### config.mk
export PLATFORM = sky130hd
export DESIGN_NAME = lisp_token_scanner
export DESIGN_NICKNAME = d
export VERILOG_FILES = /design/src/design/lts_pkg.sv /design/src/design/lts_scan_core.sv /design/src/design/lts_rsp_queue.sv /design/src/design/lisp_token_scanner.sv
export VERILOG_INCLUDE_DIRS = /design/src /design/src/design
export SDC_FILE = /design/constraint.sdc
export NUM_CORES = 1
export LEC_CHECK = 0
export BUFFER_PORTS_ARGS = -buffer_cell sky130_fd_sc_hd__clkbuf_2
export CORE_ASPECT_RATIO = 0.6
export CORE_MARGIN = 2
export CORE_UTILIZATION = 35
export CTS_CLUSTER_SIZE = 20
export DETAILED_ROUTE_END_ITERATION = 12
export GPL_TIMING_DRIVEN = 0
export RECOVER_POWER = 50
export SLEW_MARGIN = 20
export SYNTH_ARGS = -nofsm -noshare
export SYNTH_HDL_FRONTEND = slang
export SYNTH_SLANG_ARGS = --single-unit
### constraint.sdc
create_clock -name clock -period 12.3 [get_ports clock]
set_clock_uncertainty 0.2 [all_clocks]
set_input_delay 0.615 -clock clock [delete_from_list [all_inputs] [get_ports clock]]
set_output_delay 0.615 -clock clock [all_outputs]
set_load 0.05 [all_outputs]
### src/design/assert_macros.svh
// assertion macros shared by the scanner rtl
// no dependencies
`ifndef ASSERT_MACROS_SVH
`define ASSERT_MACROS_SVH

// property must hold at every rising clock edge outside reset
`define ASSERT_CLK(label, clk, rst, prop, msg) \
   label: assert property (@(posedge clk) disable iff (rst) prop) else $error(msg);

// expression must never be true outside reset
`define ASSERT_NEVER(label, clk, rst, expr, msg) \
   label: assert property (@(posedge clk) disable iff (rst) !(expr)) else $error(msg);

`endif

### src/design/lts_pkg.sv
// types, character codes and helpers for the lisp token scanner
// no dependencies
package lts_pkg;

   typedef enum logic [2:0] {
      MODE_INIT = 3'd0,
      MODE_NUM  = 3'd1,
      MODE_NEG  = 3'd2,
      MODE_FLT  = 3'd3,
      MODE_WORD = 3'd4,
      MODE_STR  = 3'd5,
      MODE_ESC  = 3'd6
   } mode_type;

   typedef enum logic [2:0] {
      KIND_OPEN    = 3'd0,
      KIND_CLOSE   = 3'd1,
      KIND_WORD    = 3'd2,
      KIND_STRING  = 3'd3,
      KIND_NUMBER  = 3'd4,
      KIND_UNKNOWN = 3'd5,
      KIND_ERROR   = 3'd6,
      KIND_END     = 3'd7
   } kind_type;

   localparam logic [7:0] CH_SPACE     = 8'd32;
   localparam logic [7:0] CH_QUOTE     = 8'd34;
   localparam logic [7:0] CH_OPEN      = 8'd40;
   localparam logic [7:0] CH_CLOSE     = 8'd41;
   localparam logic [7:0] CH_PLUS      = 8'd43;
   localparam logic [7:0] CH_MINUS     = 8'd45;
   localparam logic [7:0] CH_DOT       = 8'd46;
   localparam logic [7:0] CH_ZERO      = 8'd48;
   localparam logic [7:0] CH_NINE      = 8'd57;
   localparam logic [7:0] CH_UPPER_A   = 8'd65;
   localparam logic [7:0] CH_UPPER_Z   = 8'd90;
   localparam logic [7:0] CH_BACKSLASH = 8'd92;
   localparam logic [7:0] CH_UNDERLINE = 8'd95;
   localparam logic [7:0] CH_LOWER_A   = 8'd97;
   localparam logic [7:0] CH_LOWER_Z   = 8'd122;

   // flag bits of a pending token
   localparam int FLAG_FLOAT    = 0;
   localparam int FLAG_NEGATIVE = 1;

   // result queue depth, power of two, at least two
   localparam int RSP_DEPTH = 4;

   typedef struct packed {
      kind_type    kind;
      logic        is_float;
      logic        is_negative;
      logic [15:0] start_pos;
      logic [15:0] end_pos;
      logic        last;
   } token_type;

   function automatic logic is_digit(input logic [7:0] c);
      return (c >= CH_ZERO) && (c <= CH_NINE);
   endfunction

   function automatic logic is_wordlike(input logic [7:0] c);
      return ((c >= CH_UPPER_A) && (c <= CH_UPPER_Z)) ||
             ((c >= CH_LOWER_A) && (c <= CH_LOWER_Z)) ||
             (c == CH_UNDERLINE) || (c == CH_MINUS) || (c == CH_PLUS);
   endfunction

endpackage

### src/design/lts_scan_core.sv
// next-state and token logic for one character or end-of-input mark
// depends on lts_pkg
module lts_scan_core import lts_pkg::*; #(
   parameter int POSITION_BITS = 16
) (
   input  logic [7:0]               character,
   input  logic                     end_of_input,
   input  mode_type                 mode,
   input  logic [POSITION_BITS-1:0] position,
   input  logic [POSITION_BITS-1:0] token_start,
   input  logic [POSITION_BITS-1:0] token_end,
   input  kind_type                 pending_kind,
   input  logic [1:0]               pending_flags,
   output mode_type                 mode_in,
   output logic [POSITION_BITS-1:0] position_in,
   output logic [POSITION_BITS-1:0] token_start_in,
   output logic [POSITION_BITS-1:0] token_end_in,
   output kind_type                 pending_kind_in,
   output logic [1:0]               pending_flags_in,
   output token_type                token0,
   output token_type                token1,
   output logic [1:0]               token_count
);

   logic [POSITION_BITS-1:0] idx;
   logic [POSITION_BITS-1:0] nxt;

   // what the initial mode does with this character
   logic     init_start;
   logic     init_is_str;
   mode_type init_mode;
   kind_type init_kind;
   logic     init_emit;
   kind_type init_emit_kind;

   assign idx = position;
   assign nxt = position + 1'b1;

   always_comb begin
      init_start     = 1'b0;
      init_is_str    = 1'b0;
      init_mode      = MODE_INIT;
      init_kind      = KIND_UNKNOWN;
      init_emit      = 1'b0;
      init_emit_kind = KIND_ERROR;
      if (character == CH_MINUS) begin
         init_start = 1'b1;
         init_mode  = MODE_NEG;
         init_kind  = KIND_WORD;
      end else if (is_digit(character)) begin
         init_start = 1'b1;
         init_mode  = MODE_NUM;
         init_kind  = KIND_NUMBER;
      end else if (is_wordlike(character)) begin
         init_start = 1'b1;
         init_mode  = MODE_WORD;
         init_kind  = KIND_WORD;
      end else if (character == CH_OPEN) begin
         init_emit      = 1'b1;
         init_emit_kind = KIND_OPEN;
      end else if (character == CH_CLOSE) begin
         init_emit      = 1'b1;
         init_emit_kind = KIND_CLOSE;
      end else if (character == CH_QUOTE) begin
         init_start  = 1'b1;
         init_is_str = 1'b1;
         init_mode   = MODE_STR;
         init_kind   = KIND_STRING;
      end else if (character != CH_SPACE) begin
         init_emit      = 1'b1;
         init_emit_kind = KIND_ERROR;
      end
   end

   always_comb begin
      logic      again;
      logic      run_init;
      token_type pend_tok;
      token_type end_tok;
      token_type emit_tok;

      again    = 1'b0;
      run_init = 1'b0;

      pend_tok             = '0;
      pend_tok.kind        = pending_kind;
      pend_tok.is_float    = pending_flags[FLAG_FLOAT];
      pend_tok.is_negative = pending_flags[FLAG_NEGATIVE];
      pend_tok.start_pos   = 16'(token_start);
      pend_tok.end_pos     = 16'(token_end);

      end_tok           = '0;
      end_tok.kind      = KIND_END;
      end_tok.start_pos = 16'(position);
      end_tok.end_pos   = 16'(position);

      emit_tok           = '0;
      emit_tok.kind      = init_emit_kind;
      emit_tok.start_pos = 16'(idx);
      emit_tok.end_pos   = 16'(nxt);

      mode_in          = mode;
      position_in      = position;
      token_start_in   = token_start;
      token_end_in     = token_end;
      pending_kind_in  = pending_kind;
      pending_flags_in = pending_flags;
      token0           = '0;
      token1           = '0;
      token_count      = 2'd0;

      if (end_of_input) begin
         if (mode inside {[MODE_NUM:MODE_ESC]}) begin
            token0      = pend_tok;
            token1      = end_tok;
            token_count = 2'd2;
         end else begin
            token0      = end_tok;
            token_count = 2'd1;
         end
         mode_in          = MODE_INIT;
         position_in      = '0;
         token_start_in   = '0;
         token_end_in     = '0;
         pending_kind_in  = KIND_UNKNOWN;
         pending_flags_in = '0;
      end else begin
         position_in = nxt;
         case (mode)
            MODE_NUM, MODE_FLT: begin
               if (is_digit(character)) begin
                  token_end_in = nxt;
               end else if ((character == CH_DOT) && (mode == MODE_NUM)) begin
                  mode_in                      = MODE_FLT;
                  pending_flags_in[FLAG_FLOAT] = 1'b1;
                  token_end_in                 = nxt;
               end else begin
                  again = 1'b1;
               end
            end
            MODE_NEG: begin
               if (is_digit(character)) begin
                  mode_in                         = MODE_NUM;
                  pending_kind_in                 = KIND_NUMBER;
                  pending_flags_in[FLAG_NEGATIVE] = 1'b1;
                  token_end_in                    = nxt;
               end else begin
                  again = 1'b1;
               end
            end
            MODE_WORD: begin
               if (is_wordlike(character)) begin
                  token_end_in = nxt;
               end else begin
                  again = 1'b1;
               end
            end
            MODE_STR: begin
               if (character == CH_QUOTE) begin
                  token0             = '0;
                  token0.kind        = KIND_STRING;
                  token0.start_pos   = 16'(token_start);
                  token0.end_pos     = 16'(token_end);
                  token_count        = 2'd1;
                  mode_in            = MODE_INIT;
               end else begin
                  if (character == CH_BACKSLASH) begin
                     mode_in = MODE_ESC;
                  end
                  token_end_in = nxt;
               end
            end
            MODE_ESC: begin
               token_end_in = nxt;
               mode_in      = MODE_STR;
            end
            default: begin
               run_init = 1'b1;
            end
         endcase

         if (again) begin
            token0      = pend_tok;
            token_count = 2'd1;
            run_init    = 1'b1;
         end

         if (run_init) begin
            mode_in = MODE_INIT;
            if (init_start) begin
               mode_in          = init_mode;
               pending_kind_in  = init_kind;
               pending_flags_in = '0;
               token_start_in   = init_is_str ? nxt : idx;
               token_end_in     = nxt;
            end
            if (init_emit) begin
               if (token_count == 2'd0) begin
                  token0 = emit_tok;
               end else begin
                  token1 = emit_tok;
               end
               token_count = token_count + 2'd1;
            end
         end
      end

      if (token_count == 2'd1) begin
         token0.last = 1'b1;
      end else if (token_count == 2'd2) begin
         token1.last = 1'b1;
      end
   end

endmodule

### src/design/lts_rsp_queue.sv
// result queue: takes up to two tokens per cycle while room_for_two is high, hands out one per transfer
// depends on lts_pkg and assert_macros.svh
module lts_rsp_queue import lts_pkg::*; #(
   parameter int DEPTH = 4
) (
   input  logic       clock,
   input  logic       reset,
   input  logic [1:0] push_count,
   input  token_type  push0,
   input  token_type  push1,
   output logic       room_for_two,
   output logic       head_valid,
   input  logic       head_ready,
   output token_type  head
);

   `include "assert_macros.svh"

   localparam int PW = $clog2(DEPTH);
   localparam int CW = $clog2(DEPTH + 1);

   token_type       entry_ff [DEPTH];
   logic [PW-1:0]   wr_ptr_ff;
   logic [PW-1:0]   wr_ptr_in;
   logic [PW-1:0]   rd_ptr_ff;
   logic [PW-1:0]   rd_ptr_in;
   logic [CW-1:0]   count_ff;
   logic [CW-1:0]   count_in;
   logic [PW-1:0]   wr_next;
   logic            pop;

   assign wr_next      = wr_ptr_ff + 1'b1;
   assign pop          = head_valid && head_ready;
   assign head_valid   = (count_ff != '0);
   assign head         = entry_ff[rd_ptr_ff];
   assign room_for_two = (count_ff <= CW'(DEPTH - 2));

   always_comb begin
      wr_ptr_in = wr_ptr_ff + PW'(push_count);
      rd_ptr_in = rd_ptr_ff + PW'(pop);
      count_in  = count_ff + CW'(push_count) - CW'(pop);
   end

   always_ff @(posedge clock) begin
      if (reset) begin
         wr_ptr_ff <= '0;
         rd_ptr_ff <= '0;
         count_ff  <= '0;
      end else begin
         wr_ptr_ff <= wr_ptr_in;
         rd_ptr_ff <= rd_ptr_in;
         count_ff  <= count_in;
      end
   end

   always_ff @(posedge clock) begin
      if (push_count != 2'd0) begin
         entry_ff[wr_ptr_ff] <= push0;
      end
      if (push_count == 2'd2) begin
         entry_ff[wr_next] <= push1;
      end
   end

   `ASSERT_NEVER(a_count_bound, clock, reset, count_ff > CW'(DEPTH), "queue over depth")
   `ASSERT_CLK(a_push_room, clock, reset, (push_count != 2'd0) |-> room_for_two, "push without room")
   `ASSERT_NEVER(a_push_count, clock, reset, push_count == 2'd3, "more than two tokens pushed")

endmodule

### src/design/lisp_token_scanner.sv
// lisp token scanner top level: state registers, scan logic and result queue
// depends on lts_pkg, lts_scan_core, lts_rsp_queue and assert_macros.svh
//
// channel   dir  payload
// req_*     in   tdata[7:0] character, tlast end of input
// rsp_*     out  tdata start/end position, tuser kind and flags, tlast last token of item
//
// one input transfer per cycle while the result queue has two free slots
// an item yields zero, one or two tokens; the rsp side drains one token per cycle while rsp_tready is high,
// so a run of two-token items fills the queue and stalls the req side
// tokens enter the registered result queue on the item transfer and reach rsp behind any tokens still queued
// reset is synchronous and clears the scan state and the queue
module lisp_token_scanner import lts_pkg::*; #(
   parameter int POSITION_BITS = 16
) (
   input  logic        clock,
   input  logic        reset,
   input  logic        req_tvalid,
   output logic        req_tready,
   input  logic [7:0]  req_tdata,   // [7:0] character
   input  logic        req_tlast,   // end of input
   output logic        rsp_tvalid,
   input  logic        rsp_tready,
   output logic [31:0] rsp_tdata,   // [15:0] start_position, [31:16] end_position
   output logic [4:0]  rsp_tuser,   // [2:0] token_kind, [3] is_float, [4] is_negative
   output logic        rsp_tlast    // last token of the item
);

   `include "assert_macros.svh"

   localparam int PB = POSITION_BITS;

   mode_type        mode_ff;
   mode_type        mode_in;
   logic [PB-1:0]   position_ff;
   logic [PB-1:0]   position_in;
   logic [PB-1:0]   token_start_ff;
   logic [PB-1:0]   token_start_in;
   logic [PB-1:0]   token_end_ff;
   logic [PB-1:0]   token_end_in;
   kind_type        pending_kind_ff;
   kind_type        pending_kind_in;
   logic [1:0]      pending_flags_ff;
   logic [1:0]      pending_flags_in;

   token_type       token0;
   token_type       token1;
   logic [1:0]      token_count;
   logic [1:0]      push_count;
   logic            req_xfer;
   logic            room_for_two;
   token_type       head;

   assign req_tready = room_for_two;
   assign req_xfer   = req_tvalid && req_tready;
   assign push_count = req_xfer ? token_count : 2'd0;

   lts_scan_core #(
      .POSITION_BITS(PB)
   ) u_core (
      .character        (req_tdata),
      .end_of_input     (req_tlast),
      .mode             (mode_ff),
      .position         (position_ff),
      .token_start      (token_start_ff),
      .token_end        (token_end_ff),
      .pending_kind     (pending_kind_ff),
      .pending_flags    (pending_flags_ff),
      .mode_in          (mode_in),
      .position_in      (position_in),
      .token_start_in   (token_start_in),
      .token_end_in     (token_end_in),
      .pending_kind_in  (pending_kind_in),
      .pending_flags_in (pending_flags_in),
      .token0           (token0),
      .token1           (token1),
      .token_count      (token_count)
   );

   always_ff @(posedge clock) begin
      if (reset) begin
         mode_ff          <= MODE_INIT;
         position_ff      <= '0;
         token_start_ff   <= '0;
         token_end_ff     <= '0;
         pending_kind_ff  <= KIND_UNKNOWN;
         pending_flags_ff <= '0;
      end else if (req_xfer) begin
         mode_ff          <= mode_in;
         position_ff      <= position_in;
         token_start_ff   <= token_start_in;
         token_end_ff     <= token_end_in;
         pending_kind_ff  <= pending_kind_in;
         pending_flags_ff <= pending_flags_in;
      end
   end

   lts_rsp_queue #(
      .DEPTH(RSP_DEPTH)
   ) u_queue (
      .clock        (clock),
      .reset        (reset),
      .push_count   (push_count),
      .push0        (token0),
      .push1        (token1),
      .room_for_two (room_for_two),
      .head_valid   (rsp_tvalid),
      .head_ready   (rsp_tready),
      .head         (head)
   );

   assign rsp_tdata = {head.end_pos, head.start_pos};
   assign rsp_tuser = {head.is_negative, head.is_float, head.kind};
   assign rsp_tlast = head.last;

   `ASSERT_CLK(a_pos_step, clock, reset, (req_xfer && !req_tlast) |=> (position_ff == PB'($past(position_ff) + 1'b1)), "position did not advance by one")
   `ASSERT_CLK(a_eoi_clear, clock, reset, (req_xfer && req_tlast) |=> (position_ff == '0 && mode_ff == MODE_INIT), "end of input did not clear scan state")
   `ASSERT_CLK(a_idle_hold, clock, reset, !req_xfer |=> $stable(position_ff) && $stable(mode_ff), "scan state moved without a transfer")

endmodule

# [Word-level counts from Yosys, hierarchy flattened]
# Memories as Yosys holds them, arrays and structs flattened. A register that Yosys moved wholly into a read port is not among the register bits.
# Index checks and enable logic that the tools add are counted.
# Widths: inputs -> output; s select.
[totals] mem_count=1 ramBits=152 register_bits=63 output_inout_bits=40 input_bits=13
[memory_table] name="u_queue.entry_ff" depth=4 word_bits=38 rd=1 rd_clocked_by_memory_dff=1 write_ports=2 line_no="lts_rsp_queue.sv:22" rtl="token_type entry_ff [DEPTH];"
[classes] mux=108 n_addsub=7 eq_ne=22 magnitude_cmp=9 reduce_logical=21
[op_table] operator="$mux 38" n=12
[op_table] operator="$mux 16" n=13
[op_table] operator="$mux 3" n=30
[op_table] operator="$pmux 16 s5" n=1
[op_table] operator="$eq 8x6->1 const B" n=6
[op_table] operator="$mux 1" n=37
[op_table] operator="$mux 37" n=1
[op_table] operator="$mux 2" n=12
[op_table] operator="$add 16x1->16 const B" n=1
[op_table] operator="$eq 8x7->1 const B" n=2
[op_table] operator="$ge 8x7->1 const B" n=2
[op_table] operator="$le 8x7->1 const B" n=2
[op_table] operator="$pmux 3 s4" n=1
[op_table] operator="$eq 3x3->1 const B" n=3
[op_table] operator="$ge 8x6->1 const B" n=1
[op_table] operator="$le 8x6->1 const B" n=1
[op_table] operator="$ne 4x2->1 const B" n=2
[op_table] operator="$ne 8x6->1 const B" n=1
[op_table] operator="$logic_and 1x1->1" n=7
[op_table] operator="$eq 3x2->1 const B" n=2
[op_table] operator="$reduce_and 6->1" n=1
[op_table] operator="$reduce_bool 2->1" n=3
[op_table] operator="$reduce_bool 6->1" n=1
[op_table] operator="$reduce_or 6->1" n=1
[op_table] operator="19 further kinds" n=24

# [Depth between registers and ports, before layout]
# Gate-level depths: netlist of run 1.
[depth] word_depth=19 ltp_mapped=17 mapped_depth_nobuf=14

# [Hierarchy]
# From an unflattened synthesis of run 1, not the netlist that was laid out.
[hier_totals] hier_cells=1225 hier_area_um2=13710.6
[by_module_without_submodules] module="lts_rsp_queue" area_per_inst_um2=7871.3 instances=1 seq_area_each_um2=4704.5 cells_each=413
[by_module_without_submodules] module="lts_scan_core" area_per_inst_um2=3345.7 instances=1 seq_area_each_um2=0.0 cells_each=555
[by_module_without_submodules] module="lisp_token_scanner" area_per_inst_um2=2493.6 instances=1 seq_area_each_um2=1121.1 cells_each=257

# [Least setup slack after synthesis of run 1]
# No wires, ideal clock.
[synth_timing] kind="input-to-reg" startpoint="input req_tdata[2]" endpoint="memory u_queue.entry_ff[1][0] (netlist name) (enable)" cell_stages=13 setup_slack_ns=7.426 required_ns=11.706 t_arrival_ns=4.280 cell_sequence="buf_6 or4b_1 a211o_1 o21a_4 nand3_4 inv_2 buf_2 ha_1 nor2_1 nor2_2 or4_4 buf_2 nand2_1"
[synth_lines] element="from (decl)" line_no="lisp_token_scanner.sv:20" rtl="input logic [7:0] req_tdata,"
[synth_lines] element="to (decl)" line_no="lts_rsp_queue.sv:22"

==> results.py, run 1 <==
metrics = {
    "run_status": {
        "status": "complete, but fails checks",
        "violations": "max-capacitance violations, max-slew violations",
    },
    "timing": {
        "fmax_mhz": 147,
        "setup_viol": 0,
        "holdWs_ps": 259,
        "slew_violations": 52,
        "rsz0062_at_grt": "false",
        "relSlewSlack_pct": -61.4,
        "tns_ps": 0,
        "period_share_pct": 55.3,
        "worstMarginPinSlew_ps": 2400,
        "hold_viol_final": 0,
        "fin_crit_ps": 6810,
    },
    "drt": {
        "drtIter0Drc": 1575,
        "drcViolationCount": 0,
        "via_per_inst": 6.29,
        "drt-pass1-iter-count": 8,
        "vias": 9900,
        "ant_nets": 0,
        "wl_per_cell_um": 26.3,
        "routed_wl_um": 41400,
    },
    "floorplanning": {
        "start_util_pct": 35.9,
        "die-height_um": 146,
        "coreArea_um2": 32800,
        "io_pins": 53,
        "die_area_um2": 35200,
        "fp.dieW_um": 241,
        "rows": 51,
    },
    "setup_path": {
        "crit_buf_inv": 2,
        "path_class": "register to register",
        "r2r_cells": 12,
        "cp_cell_sequence": "clkbuf_1 > or3b_2 > nor4_1 > o21a_1 > a21boi_0 > inv_1 > ha_1 > nor2_1 > nor2_1 > nor4_1 > nand2_1 > o21ai_0",
        "reg2reg_setup_slack_ps": 5490,
        "end_kind": "register",
        "arrival_ps": 6980,
        "path_depth": 12,
        "rr_endpoint": "u_queue.entry_ff[0][37]",
        "cp_slowest_cell": "nor4_1",
        "crit_end": "u_queue.entry_ff[0][37]",
        "path_max_fanout": 10,
        "cpLargestDelayFamily": "simple AND/OR/NAND/NOR gates",
        "r2r-start": "mode_ff[0]",
        "worstSetupStartpointType": "register",
        "slowest_delay_ps": 1930,
        "critical_path.startpoint": "mode_ff[0]",
        "worst-endpoint-required_ps": 12470,
    },
    "layout": {
        "fillers": 3221,
        "fin_util_pct": 40.5,
        "drive_above_1_share_pct": 12.1,
        "final_nets": 1127,
        "areaGrowthSynthToFinish_pct": 12.8,
        "n_antenna_cell": 0,
        "fin_cells": 1574,
        "design_area_um2": 13300,
        "ff_latch_area_um2": 5750,
        "multi_input_area_um2": 5420,
    },
    "power": {
        "irDropWorstVdd_uv": 98.0,
        "leakagePower_uw": 0.00415,
        "powerDensity_nw_per_um2": 172,
    },
    "logic_synthesis": {
        "synth-edff-count": 144,
        "synth_top_family_by_area": "compound AO/OA/AOI/OAI gates",
        "synth-simple-area-share_pct": 12.3,
        "synth_nets": 1050,
        "synthCells": 1031,
        "syn_avg_cell_area_um2": 11.4,
        "yosys_warnings": 0,
        "syn_area_um2": 11800,
        "synthArstFlopShare_pct": 0,
        "synth_adder_area_share_pct": 0.702,
        "synth_seq_cells": 215,
        "synthMuxAreaShare_pct": 8.40,
        "synth.distinct_cells": 90,
        "synth_compound_area_share_pct": 23.5,
        "yosys.area_share.xor_xnor_pct": 2.16,
        "synth-main-ff-cell": "edfxtp_1",
        "ys_seq_area_share_pct": 48.8,
    },
    "clock_network": {
        "path_clk_slew_ps": 60,
        "cts_made_buffers": 22,
        "cts_tree": "done",
        "cts.sinks": 215,
        "cts_resized": 0,
        "h-tree-depth": 1,
        "clk-insertion-delay-late_ps": 550,
        "cts_max_path_buffers": 3,
        "cts_root_buffer": "clkbuf_16",
        "hold_buffers": 0,
        "post_cts_buffers": 0,
    },
    "global_routing": {
        "grt_overflow": 0,
        "grt_use_total_pct": 23.5,
        "grt_pass1_wl_um": 61900,
        "grt_pass1_vias": 9293,
        "grt_max_degree": 23,
        "antenna_found_initial": 0,
    },
    "placed_design": {
        "place_area_um2": 12700,
        "gp_congestion": 1.00,
        "io_buffer_count": 49,
        "hpwlAfterDp_um": 30700,
        "dp_cells": 1534,
    },
    "min_path": {
        "hold_path_class": "register to register",
    },
    "job": {
        "maxCapViolations": 5,
    },
}
==> cells in the final DEF, fill, tap and decap left out, types with 12 or more instances in the layout <==
| cell type | Yosys | layout |
|---|---|---|
| edfxtp_1 | 144 | 144 |
| clkbuf_1 | 64 | 116 |
| dfxtp_1 | 71 | 71 |
| nand2_1 | 72 | 68 |
| nor2_1 | 66 | 67 |
| a32o_1 | 66 | 66 |
| o21ai_0 | 48 | 51 |
| o22ai_1 | 35 | 39 |
| mux4_2 | 38 | 38 |
| a22o_1 | 37 | 37 |
| nor3_1 | 27 | 26 |
| a21oi_1 | 24 | 26 |
| nand3_1 | 24 | 24 |
| xnor2_1 | 23 | 23 |
| clkbuf_16 | 0 | 22 |
| o2bb2ai_1 | 19 | 19 |
| inv_1 | 16 | 16 |
| buf_2 | 20 | 15 |
| a22oi_1 | 15 | 15 |
| o21a_1 | 12 | 12 |
==> per-stage QoR <==
step	worst slack, ps	power [uW]
after floorplan	7430	1380
after global placement	5650	1570
after detailed placement	6380	1580
after CTS	6920	2310
after global routing	5410	2360
final	5490	2280
==> final cells by class <==
cell class,instances,share of cell area [%]
plain buffers,96,3.04
clock buffers,24,4.28
clock inverters,16,1.60
inverters,17,0.481
multi-input cells,703,40.9
flip-flops and latches,215,43.3
well taps,450,4.24
repair buffers,53,2.20
==> power breakdown <==
group	internal (uW)	switching, uW
sequential	822	19.4
combinational	181	516
clock	423	314
==> worst register-to-register path, stage by stage (launching register included) <==
cell and delay (ps):
dfxtp_1 300, clkbuf_1 250, or3b_2 490, nor4_1 1150, o21a_1 260, a21boi_0 490
inv_1 280, ha_1 380, nor2_1 280, nor2_1 220, nor4_1 1930, nand2_1 240
o21ai_0 180
==> routing by layer <==
layer | GRT usage (%) | wire [um]
met3 | 6.31 | 5160
met1 | 38.9 | 19800
met4 | 4.66 | 705
met2 | 29.6 | 15700
met5 | 0 | 0
==> worst min path at each step <==
stage	start	slack, ps	endpoint	cells past startpoint
final	pending_kind_ff[2]	260	pending_kind_ff[2]	2
after global routing	token_end_ff[10]	280	token_end_ff[10]	1
after CTS	pending_kind_ff[2]	260	pending_kind_ff[2]	2
after detailed placement	pending_kind_ff[2]	240	pending_kind_ff[2]	2
after global placement	pending_kind_ff[2]	240	pending_kind_ff[2]	2
after floorplan	pending_kind_ff[2]	220	pending_kind_ff[2]	2
==> synthesized netlist by cell type, drive strengths merged, types with 6 or more instances <==
cell / n / area (um^2)
nor4: 9 / 96.3
nand2b: 7 / 43.8
a221o: 10 / 100
a21oi: 27 / 154
nor2b: 9 / 56.3
nor2: 67 / 254
nand3: 25 / 138
buf: 30 / 179
inv: 17 / 63.8
o21ai: 54 / 278
and2: 10 / 62.6
nand2: 73 / 282
a221oi: 10 / 93.8
o32ai: 6 / 52.6
and4: 7 / 61.3
nor3: 27 / 135
a32o: 66 / 661
dfxtp: 71 / 1420
a22oi: 15 / 113
mux4: 38 / 856
clkbuf: 66 / 250
xnor2: 23 / 201
and3: 8 / 50.1
mux2i: 11 / 110
o2bb2ai: 19 / 166
xor2: 6 / 52.6
a22o: 37 / 324
nand4: 9 / 62.6
o21a: 13 / 105
o22ai: 40 / 304
edfxtp: 144 / 4320
==> kinds of logic (layout without fill, tap and decap cells) <==
kind of cell	Yosys count	after routing
AO/OA/AOI/OAI	345	345
buffers and inverters	113	206
multiplexers	51	51
adder cells (fa/ha/maj)	6	6
XOR/XNOR	29	29
AND/OR/NAND/NOR	272	272
flip-flops	215	215
==> state kept, by name (all words and copies together), names as in the netlist <==
register and count:
u_queue.entry_ff 152, pending_flags_ff 2, token_start_ff 16, u_queue.wr_ptr_ff 2, position_ff 16, mode_ff 3, u_queue.rd_ptr_ff 2, token_end_ff 16
u_queue.count_ff 3, pending_kind_ff 3
No activity file was read; power rests on OpenSTA's default activity.
==> run 2: changes to the inputs <==
==> constraint.sdc (replaced) <==
create_clock -name clock -period 6.6 [get_ports clock]
set_clock_uncertainty 0.2 [all_clocks]
set_input_delay 0.33 -clock clock [delete_from_list [all_inputs] [get_ports clock]]
set_output_delay 0.33 -clock clock [all_outputs]
set_load 0.05 [all_outputs]
==> run 2 against run 1 <==
Net effect: combinational power rose by 87%; the run still ends with max-capacitance violations, max-slew violations left; clock power increased by 86%; largest power group unchanged; wire length is essentially flat; critical endpoint is now u_queue.entry_ff[0][32].
==> results.py, run 2 (synthesis gave the netlist of run 1 again) <==
metrics = {
    "timing": {
        "slew_violations": 54,
        "relSlewSlack_pct": -102,
        "worstMarginPinSlew_ps": 2990,
        "holdWs_ps": 52.2,
        "tns_ps": 0,
        "hold_viol_final": 0,
        "fin_crit_ps": 5620,
        "rsz0062_at_grt": "false",
        "setup_viol": 0,
        "period_share_pct": 85.1,
        "fmax_mhz": 178,
    },
    "layout": {
        "areaGrowthSynthToFinish_pct": 12.9,
        "drive_above_1_share_pct": 12.3,
        "final_nets": 1127,
        "regMostFlops": "u_queue.entry_ff",
        "final_cell_mix": "144 x edfxtp_1, 116 x clkbuf_1, 71 x dfxtp_1",
        "largest_reg_flops": 152,
        "n_antenna_cell": 0,
        "final_common_cell": "edfxtp_1",
    },
    "job": {
        "maxCapViolations": 5,
    },
    "drt": {
        "drtIter0Drc": 1577,
        "via_per_inst": 6.30,
        "ant_nets": 0,
        "vias": 9917,
        "drcViolationCount": 0,
        "routed_wl_um": 41300,
        "drt-pass1-iter-count": 5,
        "wl_per_cell_um": 26.3,
    },
    "clock_network": {
        "hold_buffers": 0,
        "path_clk_slew_ps": 70,
        "cts_resized": 0,
        "h-tree-depth": 1,
        "cts_root_buffer": "clkbuf_16",
        "clk-insertion-delay-late_ps": 550,
        "post_cts_buffers": 0,
        "cts.sinks": 215,
        "cts_tree": "done",
        "cts_made_buffers": 22,
        "cts_max_path_buffers": 3,
    },
    "placed_design": {
        "io_buffer_count": 49,
        "hpwlAfterDp_um": 30700,
        "gp_congestion": 1.00,
    },
    "run_status": {
        "status": "complete, but fails checks",
        "violations": "max-capacitance violations, max-slew violations",
    },
    "power": {
        "leakagePower_uw": 0.00417,
        "irDropWorstVdd_uv": 183,
        "powerDensity_nw_per_um2": 319,
    },
    "floorplanning": {
        "fp.dieW_um": 241,
        "die_area_um2": 35200,
        "io_pins": 53,
        "start_util_pct": 35.9,
        "rows": 51,
        "die-height_um": 146,
        "coreArea_um2": 32800,
    },
    "global_routing": {
        "grt_pass1_vias": 9293,
        "grt_max_degree": 23,
        "grt_overflow": 0,
        "grt_use_total_pct": 23.5,
        "grt_pass1_wl_um": 61900,
        "antenna_found_initial": 0,
    },
    "min_path": {
        "hold_path_class": "input pin to register",
        "hold_path_startpoint": "reset",
        "whs_path_depth": 3,
    },
    "setup_path": {
        "worst-endpoint-required_ps": 6800,
        "end_kind": "register",
        "arrival_ps": 5820,
        "r2r-start": "mode_ff[0]",
        "path_max_fanout": 10,
        "r2r_cells": 13,
        "worstSetupStartpointType": "register",
        "path_class": "register to register",
        "critical_path.startpoint": "mode_ff[0]",
    },
}
## run 2: worst max-delay path: stages, from the launching register on
cell,delay [ps]
dfxtp_1,300
clkbuf_1,250
or3b_2,510
nor4_4,440
o21a_1,210
a21boi_4,220
inv_1,160
ha_1,340
nor2_1,290
nor2_1,220
or4_1,690
o22ai_1,850
clkbuf_1,560
a32o_1,240
## run 2: metal layers
metal  global-route usage [%]  wire length (um)  up-vias
met1                     38.9             19800     4926
met3                     6.31              5190       47
met5                        0                 0        -
met2                     29.6             15700      643
li1                         -                 -     4301
met4                     4.66               675        0
## run 2: final cells by class
class / count / area, um^2
plain buffers: 96 / 403
clock buffers: 24 / 568
clock inverters: 16 / 213
fillers: 3218 / 19500
inverters: 17 / 63.8
multi-input cells: 703 / 5440
flip-flops and latches: 215 / 5750
well taps: 450 / 563
repair buffers: 53 / 292
## run 2: worst paths after layout
path | end | slack, ps
min reg2reg | pending_kind_ff[2] | 260
max | u_queue.entry_ff[0][32] | 980
min | token_end_ff[13] | 50
max reg2reg | u_queue.entry_ff[0][32] | 980
## run 2: stage by stage
stage	instances	power [uW]	setup WS [ps]	area [um^2]	util, %
2_1_floorplan	1031	2570	2010	11800	-
3_3_place_gp	1530	2920	237	12600	38.3
3_5_place_dp	1534	2940	964	12700	38.8
4_1_cts	1574	4300	1320	13500	41.2
5_1_grt	1574	4390	842	13300	40.5
6_report	1574	4240	982	13300	40.5
## run 2: where the power goes
part | switching (uW) | total, uW | internal, uW | leakage [uW]
Combinational | 961 | 1300 | 338 | 0.00183
Sequential | 35.7 | 1570 | 1530 | 0.00196
Clock | 583 | 1370 | 789 | 0.000375
Total | 1580 | 4240 | 2660 | 0.00417
==> run 3: changes to the inputs <==
--- a/config.mk
+++ b/config.mk
@@ -17,4 +17,5 @@
 export SLEW_MARGIN = 20
 export SYNTH_ARGS = -nofsm -noshare
 export SYNTH_HDL_FRONTEND = slang
+export SYNTH_HIERARCHICAL = 1
 export SYNTH_SLANG_ARGS = --single-unit
==> run 3 against run 2 <==
Net effect: synthesized cell count rose by 19%; global-route usage shrank 2.5 points; largest power group unchanged; die area is 16% higher; the run now ends clean; sequential share of layout area decreased by 5.2 points; non-clock buffer count increased by 26.
==> results.py, run 3 <==
metrics = {
    "run_status": {
        "status": "completed",
    },
    "logic_synthesis": {
        "syn_area_um2": 13700,
        "netlist_top_cells_count": "152 x edfxtp_1, 102 x mux2_2, 101 x nand2_1",
        "synthCells": 1225,
        "synth_top_area_share_pct": 33.3,
        "synth_top_family_by_area": "multiplexers",
        "yosys_warnings": 6,
        "yosys.area_share.xor_xnor_pct": 1.74,
        "yosysMostFrequentCell": "edfxtp_1",
        "synth_top_cell_by_area": "edfxtp_1",
        "synth-edff-count": 152,
        "synth-simple-area-share_pct": 12.9,
        "synth_adder_area_share_pct": 0.602,
        "synth_seq_cells": 215,
        "synth-main-ff-cell": "edfxtp_1",
        "synth.area.top_cells": "edfxtp_1 33%, dfxtp_1 9.2%, mux2_2 8.4%",
        "syn_avg_cell_area_um2": 11.2,
        "synth_compound_area_share_pct": 15.1,
        "synth.distinct_cells": 87,
        "synthArstFlopShare_pct": 0,
        "ys_seq_area_share_pct": 42.5,
        "synthMuxAreaShare_pct": 21.3,
    },
    "timing": {
        "setup_viol": 0,
        "tns_ps": 0,
        "worstMarginPinSlew_ps": 1380,
        "slew_violations": 0,
        "rsz0062_at_grt": "false",
        "period_share_pct": 80.7,
        "fin_crit_ps": 5330,
        "fin_ws_ps": 1270,
        "hold_viol_final": 0,
        "holdWs_ps": 46.6,
        "relSlewSlack_pct": 8.04,
        "fmax_mhz": 188,
    },
    "setup_path": {
        "worst-endpoint-required_ps": 6680,
        "end_kind": "register",
        "arrival_ps": 5410,
        "r2r-start": "mode_ff[2]",
        "rr_endpoint": "u_queue/entry_ff[3][19]",
        "r2r_cells": 12,
        "path_class": "register to register",
        "reg2reg_setup_slack_ps": 1270,
        "worstSetupStartpointType": "register",
        "path_max_fanout": 10,
    },
    "clock_network": {
        "cts_max_path_buffers": 3,
        "h-tree-depth": 1,
        "cts_tree": "done",
        "cts_resized": 0,
        "cts_root_buffer": "clkbuf_16",
        "clk-insertion-delay-late_ps": 530,
        "cts_made_buffers": 22,
        "path_clk_slew_ps": 70,
        "cts.sinks": 215,
    },
    "layout": {
        "largest_reg_flops": 152,
        "regMostFlops": "u_queue/entry_ff",
        "fin_util_pct": 39.5,
        "areaGrowthSynthToFinish_pct": 11.8,
        "final_nets": 1324,
        "final_cell_mix": "152 x edfxtp_1, 102 x nand2_1, 100 x mux2_2",
        "design_area_um2": 15300,
        "fillers": 3826,
        "drive_above_1_share_pct": 24.9,
        "final_common_cell": "edfxtp_1",
    },
    "placed_design": {
        "io_buffer_count": 48,
        "hpwlAfterDp_um": 31700,
        "place_area_um2": 14800,
        "place_ws_ps": 1850,
        "gp_congestion": 0.957,
    },
    "job": {
        "maxCapViolations": 0,
    },
    "global_routing": {
        "grt_pass1_wl_um": 65000,
        "grt_pass1_vias": 9992,
        "grt_overflow": 0,
        "grt_max_degree": 21,
        "grt_use_total_pct": 21.1,
        "antenna_found_initial": 0,
    },
    "drt": {
        "routed_wl_um": 43000,
        "vias": 10600,
        "drt-pass1-iter-count": 7,
        "ant_nets": 0,
        "via_per_inst": 5.73,
        "drtIter0Drc": 1240,
        "drcViolationCount": 0,
        "wl_per_cell_um": 23.3,
    },
    "floorplanning": {
        "io_pins": 53,
        "fp.dieW_um": 260,
        "start_util_pct": 35.3,
        "die_area_um2": 40800,
        "coreArea_um2": 38800,
        "die-height_um": 157,
        "rows": 56,
    },
    "power": {
        "powerDensity_nw_per_um2": 282,
        "irDropWorstVdd_uv": 145,
        "leakagePower_uw": 0.00536,
    },
    "min_path": {
        "hold_path_class": "input pin to register",
        "min_to": "token_end_ff[1]",
        "whs_path_depth": 2,
        "hold_path_startpoint": "reset",
    },
}
## run 3: worst max path at each step
stage / end / depth (start not counted) / from / slack (ps)
final: u_queue/entry_ff[3][19] / 12 / mode_ff[2] / 1270
after global routing: u_queue/entry_ff[3][22] / 12 / mode_ff[2] / 850
after CTS: u_queue/entry_ff[0][9] / 13 / mode_ff[1] / 1860
after detailed placement: u_queue/entry_ff[0][8] / 16 / req_tdata[2] / 1850
after global placement: u_queue/entry_ff[0][7] / 12 / req_tdata[3] / -2120
after floorplan: u_queue/entry_ff[0][0] / 11 / req_tdata[1] / 860
## run 3: repair_timing
item                                   in CTS  in global routing
endpoints found under the hold margin      12                  0
hold buffers                                2                  0
setup buffers                               0                  0
## run 3: cell families after synthesis
kind of cell	after synthesis
flops	215
buf+inv	152
mux	209
simple gates	341
other cells	1
fa+ha+maj	6
xor+xnor	24
compound gates	277
## run 3: through the flow
stage,cells,power [uW]
2_1_floorplan,1226,2670
3_3_place_gp,1796,3030
3_5_place_dp,1801,3060
4_1_cts,1843,4390
5_1_grt,1843,4490
6_report,1844,4320
## run 3: power breakdown
part | internal [uW] | switching, uW
Combinational | 394 | 979
Sequential | 1570 | 49.8
Clock | 768 | 553
## run 3: routing by layer
layer,vias to the layer above,wire length [um],GRT usage (%)
met4,0,838,3.86
met5,-,0,0
li1,4741,-,-
met2,504,16900,28.9
met1,5259,20800,32.6
met3,65,4530,5.83
## run 3: cell type report
type                            instances  area, um^2  area share [%]
Multi-Input combinational cell        859        7020            45.8
Sequential cell                       215        5830            38.0
Tap cell                              522         653            4.26
Buffer                                120         639            4.17
Clock buffer                           32         619            4.04
Timing Repair Buffer                   55         330            2.16
Inverter                               32         120           0.784
Clock inverter                          8         111           0.727
Antenna cell                            1        2.50          0.0163
## run 3: critical path, stage by stage (launching register included)
cell and delay, ps:
dfxtp_1 320, clkbuf_1 330, inv_1 240, or4_1 650
o21ai_0 740, nand2_1 210, o21ai_0 190, and3_1 170
clkbuf_1 310, and4bb_1 420, clkbuf_1 660, buf_6 300
mux2_4 320
